**src/design/assert_macros.svh**
```systemverilog
// Assertion macros shared by the vertex transform RTL.
// Each macro expects i_clk and i_rst_n in the scope that uses it.
`ifndef ASSERT_MACROS_SVH
`define ASSERT_MACROS_SVH

// Same-cycle implication, checked outside reset.
`define VRP_ASSERT_IMPLY(label, ante, cons, msg) \
    label: assert property (@(posedge i_clk) disable iff (!i_rst_n) (ante) |-> (cons)) \
        else $error(msg);

// Next-cycle implication, checked outside reset.
`define VRP_ASSERT_NEXT(label, ante, cons, msg) \
    label: assert property (@(posedge i_clk) disable iff (!i_rst_n) (ante) |=> (cons)) \
        else $error(msg);

`endif

```
**src/design/vrp_pkg.sv**
```systemverilog
// Shared types, constants and rounding helper for the vertex transform.
// No dependencies; used by vrp_recip and vertex_rotate_project_core.
package vrp_pkg;

    localparam int unsigned COORD_W    = 16;
    localparam int unsigned COEF_W     = 16;
    localparam int unsigned OUT_W      = 18;
    localparam int unsigned ACC_W      = 36;
    localparam int unsigned INV_W      = 32;
    localparam int unsigned QUO_W      = 29;
    localparam int unsigned MAG_W      = 18;
    localparam int unsigned FRAC_SHIFT = 14;

    localparam logic signed [COEF_W-1:0] COEF_ONE   = 16'sd16384;
    localparam logic signed [OUT_W:0]    DEPTH_BIAS = 19'sd4096;
    localparam logic signed [OUT_W:0]    LIM_MAX19  = 19'sd131071;
    localparam logic signed [OUT_W:0]    LIM_MIN19  = -19'sd131072;
    localparam logic [QUO_W-1:0]         RECIP_NUM  = 29'h1000_0000;
    localparam logic [INV_W-1:0]         INV_SAT    = 32'h7fff_ffff;

    typedef enum logic [1:0] {
        REG_SIN_PITCH = 2'd0,
        REG_COS_PITCH = 2'd1,
        REG_SIN_YAW   = 2'd2,
        REG_COS_YAW   = 2'd3
    } t_cfg_reg;

    // Sideband that rides along the reciprocal pipeline.
    typedef struct packed {
        logic signed [OUT_W-1:0] x;
        logic signed [OUT_W-1:0] y;
        logic signed [OUT_W-1:0] depth;
        logic                    neg;
        logic                    zero;
    } t_side;

    // Q.26 sum -> Q.12: round half up, then saturate to 18 bits.
    function automatic logic signed [OUT_W-1:0] f_round_sat(
        input logic signed [ACC_W-1:0] acc
    );
        logic signed [ACC_W-1:0] sh;
        logic signed [OUT_W-1:0] res;
        sh = (acc + 36'sd8192) >>> FRAC_SHIFT;
        if (sh > 36'sd131071) begin
            res = 18'sd131071;
        end else if (sh < -36'sd131072) begin
            res = -18'sd131072;
        end else begin
            res = signed'(sh[OUT_W-1:0]);
        end
        return res;
    endfunction

endpackage

```
**src/design/vrp_recip.sv**
```systemverilog
// Pipelined restoring divider: one quotient bit per register stage.
// Depends on vrp_pkg for widths and the sideband struct.
module vrp_recip (
    input  logic                        i_clk,
    input  logic                        i_rst_n,
    input  logic                        i_en,
    input  logic                        i_valid,
    input  logic [vrp_pkg::QUO_W-1:0]   i_num,
    input  logic [vrp_pkg::MAG_W-1:0]   i_mag,
    input  vrp_pkg::t_side              i_side,
    output logic                        o_valid,
    output logic [vrp_pkg::QUO_W-1:0]   o_quo,
    output vrp_pkg::t_side              o_side
);

    localparam int unsigned STAGES = vrp_pkg::QUO_W;

    logic [STAGES-1:0]                r_v;
    logic [vrp_pkg::MAG_W-1:0]        r_rem  [STAGES];
    logic [vrp_pkg::MAG_W-1:0]        n_rem  [STAGES];
    logic [vrp_pkg::MAG_W-1:0]        r_mag  [STAGES];
    logic [vrp_pkg::MAG_W-1:0]        n_mag  [STAGES];
    logic [vrp_pkg::QUO_W-1:0]        r_num  [STAGES];
    logic [vrp_pkg::QUO_W-1:0]        n_num  [STAGES];
    logic [vrp_pkg::QUO_W-1:0]        r_quo  [STAGES];
    logic [vrp_pkg::QUO_W-1:0]        n_quo  [STAGES];
    vrp_pkg::t_side                   r_side [STAGES];
    vrp_pkg::t_side                   n_side [STAGES];

    always_comb begin
        logic [vrp_pkg::MAG_W-1:0] p_rem;
        logic [vrp_pkg::MAG_W-1:0] p_mag;
        logic [vrp_pkg::QUO_W-1:0] p_num;
        logic [vrp_pkg::QUO_W-1:0] p_quo;
        logic [vrp_pkg::MAG_W:0]   trial;
        logic                      qbit;
        for (int k = 0; k < STAGES; k++) begin
            if (k == 0) begin
                p_rem     = '0;
                p_mag     = i_mag;
                p_num     = i_num;
                p_quo     = '0;
                n_side[k] = i_side;
            end else begin
                p_rem     = r_rem[k-1];
                p_mag     = r_mag[k-1];
                p_num     = r_num[k-1];
                p_quo     = r_quo[k-1];
                n_side[k] = r_side[k-1];
            end
            // bring down the next numerator bit and try the subtract
            trial = {p_rem, p_num[vrp_pkg::QUO_W-1]};
            qbit  = (trial >= {1'b0, p_mag});
            if (qbit) begin
                n_rem[k] = vrp_pkg::MAG_W'(trial - {1'b0, p_mag});
            end else begin
                n_rem[k] = trial[vrp_pkg::MAG_W-1:0];
            end
            n_mag[k] = p_mag;
            n_num[k] = {p_num[vrp_pkg::QUO_W-2:0], 1'b0};
            n_quo[k] = {p_quo[vrp_pkg::QUO_W-2:0], qbit};
        end
    end

    always_ff @(posedge i_clk) begin
        if (!i_rst_n) begin
            r_v <= '0;
        end else if (i_en) begin
            r_v <= {r_v[STAGES-2:0], i_valid};
        end
    end

    always_ff @(posedge i_clk) begin
        if (i_en) begin
            r_rem  <= n_rem;
            r_mag  <= n_mag;
            r_num  <= n_num;
            r_quo  <= n_quo;
            r_side <= n_side;
        end
    end

    assign o_valid = r_v[STAGES-1];
    assign o_quo   = r_quo[STAGES-1];
    assign o_side  = r_side[STAGES-1];

endmodule

```
**config.mk**
```make
export PLATFORM = sky130hd
export DESIGN_NAME = vrp_recip
export DESIGN_NICKNAME = d
export VERILOG_FILES = /design/src/design/assert_macros.svh /design/src/design/vrp_pkg.sv /design/src/design/vrp_recip.sv
export SDC_FILE = /design/constraint.sdc
export NUM_CORES = 2
export LEC_CHECK = 0
export BUFFER_PORTS_ARGS = -buffer_cell sky130_fd_sc_hd__buf_2
export CAP_MARGIN = 25
export CELL_PAD_IN_SITES_DETAIL_PLACEMENT = 1
export CELL_PAD_IN_SITES_GLOBAL_PLACEMENT = 2
export CORE_MARGIN = 5
export CORE_UTILIZATION = 51
export DETAILED_ROUTE_END_ITERATION = 7
export PLACE_DENSITY_LB_ADDON = 0.1
export SLEW_MARGIN = 20
export SYNTH_ARGS = -nofsm -noshare
export SYNTH_HDL_FRONTEND = slang
export SYNTH_SLANG_ARGS = --single-unit
```
**constraint.sdc**
```tcl
create_clock -name i_clk -period 7.1 [get_ports i_clk]
set_input_delay 0.355 -clock i_clk [delete_from_list [all_inputs] [get_ports i_clk]]
set_output_delay 0.355 -clock i_clk [all_outputs]
set_load 0.01 [all_outputs]
```
==> results.md <==
Run status:
- The run finished with clean final reports.

Timing:
- The final max-slew violation count was 0.
- Setup violations remaining at the end of the flow were counted as 0.
- The minimum setup slack in the final design is 3560 ps.
- Static timing analysis puts the maximum clock frequency at 282 MHz.
- For the final routed database, the setup TNS stands at 0 ps.
- The normalized max-slew margin is ~31%.
- After layout, the worst path uses roughly 50% of the clock period.
- Across the routed clock network, the largest skew measured is 91.9 ps.
- The clock period minus final worst setup slack is 3540 ps.
- The final hold violation count was 0.
- Setup repair after global routing left no endpoint under its margin.
- The transition time at the pin with the least slew margin is 1040 ps.

Yosys:
- The fraction of registers with async set or reset after synthesis is 0%.
- Yosys mapped a number of flops with a built-in enable equal to 3473.
- The synthesized area divided by synthesized cell count is 16.7 um2.
- Synthesis handed over a netlist of 8220 instances.
- The predominant post-synthesis flop cell is sky130_fd_sc_hd__edfxtp_1.
- The share of synthesized area occupied by flip-flops and latches is 76.4%.
- The cell area after technology mapping is 137000 um2.
- Yosys printed 0 warnings.
- After synthesis the netlist holds a flip-flop and latch count of around 3.5k.
- The number of nets handed over by synthesis was 8860.
- Yosys mapped the design onto 106 distinct sky130hd cell types.

Floorplanning:
- For this design the top-level I/O count stands at 193.
- The floorplan step set the die width to 529 um.
- The core region is 268000 um2.
- The die footprint is 280000 um2.
- From bottom edge to top edge, the die measures 529 um.
- Row generation in the floorplan step produced 190 rows.
- The initial standard-cell utilization of the core is approximately 51%.

Setup path:
- Traced cell by cell, the critical path runs through inv_1 > ha_1 > inv_1 > fa_1 > a21oi_1 > o211ai_1 > a2111oi_1 > o21bai_1 > a21oi_1 > xnor2_1 > mux2_2.
- For the worst setup path, the data arrival time is ~4200 ps.
- The launching point of the worst reg2reg path is r_num[550].
- The peak fanout along the critical path is 3.
- In this design, the largest share of critical-path delay is due to compound AO/OA/AOI/OAI gates.
- The type of origin of the critical path is a flop.
- The number of buffer and inverter instances along the worst setup path is 2.
- The critical path is of the reg -> reg type.
- The highest-delay cell along the critical path is sky130_fd_sc_hd__a2111oi_1.
- The critical path depth in cells is 11.
- The worst register-to-register path has a depth of 11.
- The worst setup path startpoint is r_num[550].
- At the worst endpoint, the required time is just under 8000 ps.
- In this run the worst setup path terminates at r_rem[318].
- The capturing element type of the critical path is a flop.
- For this run, the slowest stage of the critical path takes 870 ps.
- Setup slack on the worst reg-to-reg path comes out at 3560 ps.
- The endpoint identified for the worst register-to-register timing path is r_rem[318].

Routing:
- Detailed routing inserted a total of 67.7k vias.
- The number of DRC violations after detailed-routing iteration 0 is 4131.
- The first-pass iteration count of the detailed router is 5.
- After detailed routing, the number of vias per cell comes to 5.33.
- The average wire per standard cell is 20.2 um.
- The final layout contains routed wiring with a total length of 256000 um.
- The final routed DRC violation total is 0.
- The number of nets with antenna violations after routing is 0.

Placed design:
- The post-place setup slack is roughly 3600 ps.
- The port buffer count is 192.
- The number of cells after detailed placement is between 10k and 15k.
- Once placement finished, the instance area stood at 143000 um2.
- The detailed-placement wirelength estimate is 175000 um.
- The congestion estimate from routability-driven global placement came to 0.860.

Layout:
- After the flow finishes, the layout carries non-filler instances totaling 12.7k.
- The multi-input combinational cells in the finished layout cover a total of just under 30000 um2.
- The cell area after layout is approximately 160000 um2.
- The end-of-flow core utilization is between 50 and 60%.
- The most common library cell in the layout ignoring fill and taps is sky130_fd_sc_hd__edfxtp_1.
- The layout has 24.1k filler cells.
- Leaving out fill and tap cells, the most frequent cells in the layout are sky130_fd_sc_hd__edfxtp_1 (3473), sky130_fd_sc_hd__inv_1 (636), sky130_fd_sc_hd__ha_1 (506), sky130_fd_sc_hd__o21ai_0 (397), sky130_fd_sc_hd__a21oi_1 (386).
- The number of nets at the end of the flow is between 9k and 10k.
- Summing all flip-flop and latch instances after layout gives between 100000 and 150000 um2.
- The area growth from synthesis to layout is 13.5%.
- The share of post-route cells with drive strength above 1 is 12.0%.

Clocking:
- Counting the buffers created by CTS gives 358.
- Clock-pin slew was measured on the worst setup and hold paths at 60 ps.
- The post-cts repair resize count is 0.
- The root buffer cell chosen for the clock tree is sky130_fd_sc_hd__clkbuf_16.
- The clock tree from TritonCTS is yes.
- The clock insertion delay at the later pin of the skew report is ~950 ps.
- No sink is reached through more buffers than the 4 on the longest clock path.
- The number of buffers inserted to repair setup after CTS is 0.
- The total number of clock tree sinks is 3502.
- For this design, the CTS-stage hold fixing added 108 buffers.
- The H-tree was split into 5 levels.

Power and ir drop:
- The analysis attributes to cell leakage a power of 0.0569 uW.
- IR analysis of the VDD net gives a maximum drop of 0.000253 V.
- The power density over cell area is ~400 nW/um2.

Global routing:
- The global router's overall resource usage is 18.4%.
- The global-route wire length before repair is between 400000 and 500000 um.
- The via count of the first global-routing pass was 72.1k.
- The initial antenna violation count was 22.
- The maximum number of pins on one net before global-route repair is 177.
- For this run the aggregate overflow at the end of global routing stands at 0.

Flow run:
- The max-capacitance violation count is 0.

Min path:
- The class of the tightest hold or removal check is in -> reg.
==> cells by family (layout without fill, tap and decap cells) <==
| logic type | after synthesis | after routing | share of synthesized area (%) |
|---|---|---|---|
| other | 0 | 3 | 0 |
| adder cells (fa/ha/maj) | 533 | 533 | 5.01 |
| XOR/XNOR | 337 | 337 | 2.15 |
| multiplexers | 307 | 307 | 2.50 |
| AND/OR/NAND/NOR | 1267 | 1267 | 4.41 |
| buffers and inverters | 748 | 1655 | 2.15 |
| AO/OA/AOI/OAI | 1526 | 1526 | 7.36 |
| flip-flops | 3502 | 3502 | 76.4 |
==> metal layers <==
metal	share of wire, %	global-route usage (%)
met4	2.5	5.01
met3	3.6	2.36
met1	46	26.6
met2	48	29.9
met5	0	0
==> how the worst min path moves through the flow <==
| stage | start | to | slack (ps) | depth (start not counted) |
|---|---|---|---|---|
| 3_3_place_gp | n_side[716] | n_side[660] | 400 | 0 |
| 3_5_place_dp | n_quo[167] | n_quo[139] | 410 | 0 |
| 5_1_grt | i_num[20] | n_num[805] | 70 | 2 |
| 2_1_floorplan | n_num[141] | n_num[113] | 400 | 0 |
| 6_report | i_num[18] | n_num[803] | 130 | 2 |
| 4_1_cts | i_num[22] | n_num[807] | 10 | 2 |
==> registers in the layout (all words and copies together), names as in the netlist <==
register,count
o_quo,29
r_num,28
o_side,56
n_num,378
n_side,1568
n_quo,406
r_v,29
r_rem,504
n_mag,504
==> cell usage after synthesis (15+ instances only) <==
library cell | n | area share [%]
sky130_fd_sc_hd__inv_1 | 636 | 1.7
sky130_fd_sc_hd__xor2_1 | 143 | 0.91
sky130_fd_sc_hd__nand2b_1 | 58 | 0.26
sky130_fd_sc_hd__ha_1 | 506 | 4.6
sky130_fd_sc_hd__xnor2_1 | 194 | 1.2
sky130_fd_sc_hd__and2_1 | 28 | 0.13
sky130_fd_sc_hd__nor4_1 | 15 | 0.068
sky130_fd_sc_hd__nor2_1 | 352 | 0.96
sky130_fd_sc_hd__mux2_1 | 27 | 0.22
sky130_fd_sc_hd__nand2_1 | 355 | 0.97
sky130_fd_sc_hd__a211oi_1 | 62 | 0.34
sky130_fd_sc_hd__o21bai_1 | 40 | 0.22
sky130_fd_sc_hd__edfxtp_1 | 3473 | 76
sky130_fd_sc_hd__a311oi_1 | 19 | 0.12
sky130_fd_sc_hd__nand4_1 | 66 | 0.30
sky130_fd_sc_hd__mux2_2 | 225 | 1.8
sky130_fd_sc_hd__o21a_1 | 136 | 0.74
sky130_fd_sc_hd__dfxtp_1 | 29 | 0.42
sky130_fd_sc_hd__nor3_1 | 85 | 0.31
sky130_fd_sc_hd__o31a_1 | 26 | 0.17
sky130_fd_sc_hd__fa_1 | 27 | 0.39
sky130_fd_sc_hd__nand3_1 | 101 | 0.37
sky130_fd_sc_hd__nor2b_1 | 94 | 0.43
sky130_fd_sc_hd__buf_2 | 17 | 0.062
sky130_fd_sc_hd__mux2i_1 | 47 | 0.34
sky130_fd_sc_hd__o22ai_1 | 19 | 0.087
sky130_fd_sc_hd__a211o_1 | 16 | 0.10
sky130_fd_sc_hd__o31ai_1 | 50 | 0.27
sky130_fd_sc_hd__or2_2 | 22 | 0.10
sky130_fd_sc_hd__o21ai_0 | 397 | 1.4
sky130_fd_sc_hd__and3_1 | 33 | 0.15
sky130_fd_sc_hd__clkbuf_1 | 74 | 0.20
sky130_fd_sc_hd__a31oi_1 | 46 | 0.21
sky130_fd_sc_hd__a21o_1 | 125 | 0.68
sky130_fd_sc_hd__o211ai_1 | 27 | 0.15
sky130_fd_sc_hd__a21oi_1 | 386 | 1.4
==> stage by stage <==
step / total power [uW] / hold WS, ps
2_1_floorplan: 39700 / 400
3_3_place_gp: 43900 / 400
3_5_place_dp: 44400 / 405
4_1_cts: 63400 / 13.8
5_1_grt: 66500 / 68.4
6_report: 62700 / 129
==> cell type report <==
| type | instances | share of cell area (%) |
|---|---|---|
| well taps | 3552 | 2.85 |
| multi-input cells | 3970 | 18.9 |
| inverters | 638 | 1.54 |
| clock inverters | 240 | 1.67 |
| repair buffers | 356 | 1.78 |
| flip-flops and latches | 3502 | 67.3 |
| diodes | 3 | 0.00482 |
| clock buffers | 421 | 5.93 |
==> report_power, final <==
| part | total (uW) | internal [uW] | switching (uW) |
|---|---|---|---|
| logic | 16200 | 6980 | 9210 |
| clock network | 18600 | 10800 | 7740 |
| registers | 27900 | 26400 | 1470 |
| total | 62700 | 44300 | 18400 |
No activity file was read; power rests on OpenSTA's default activity.
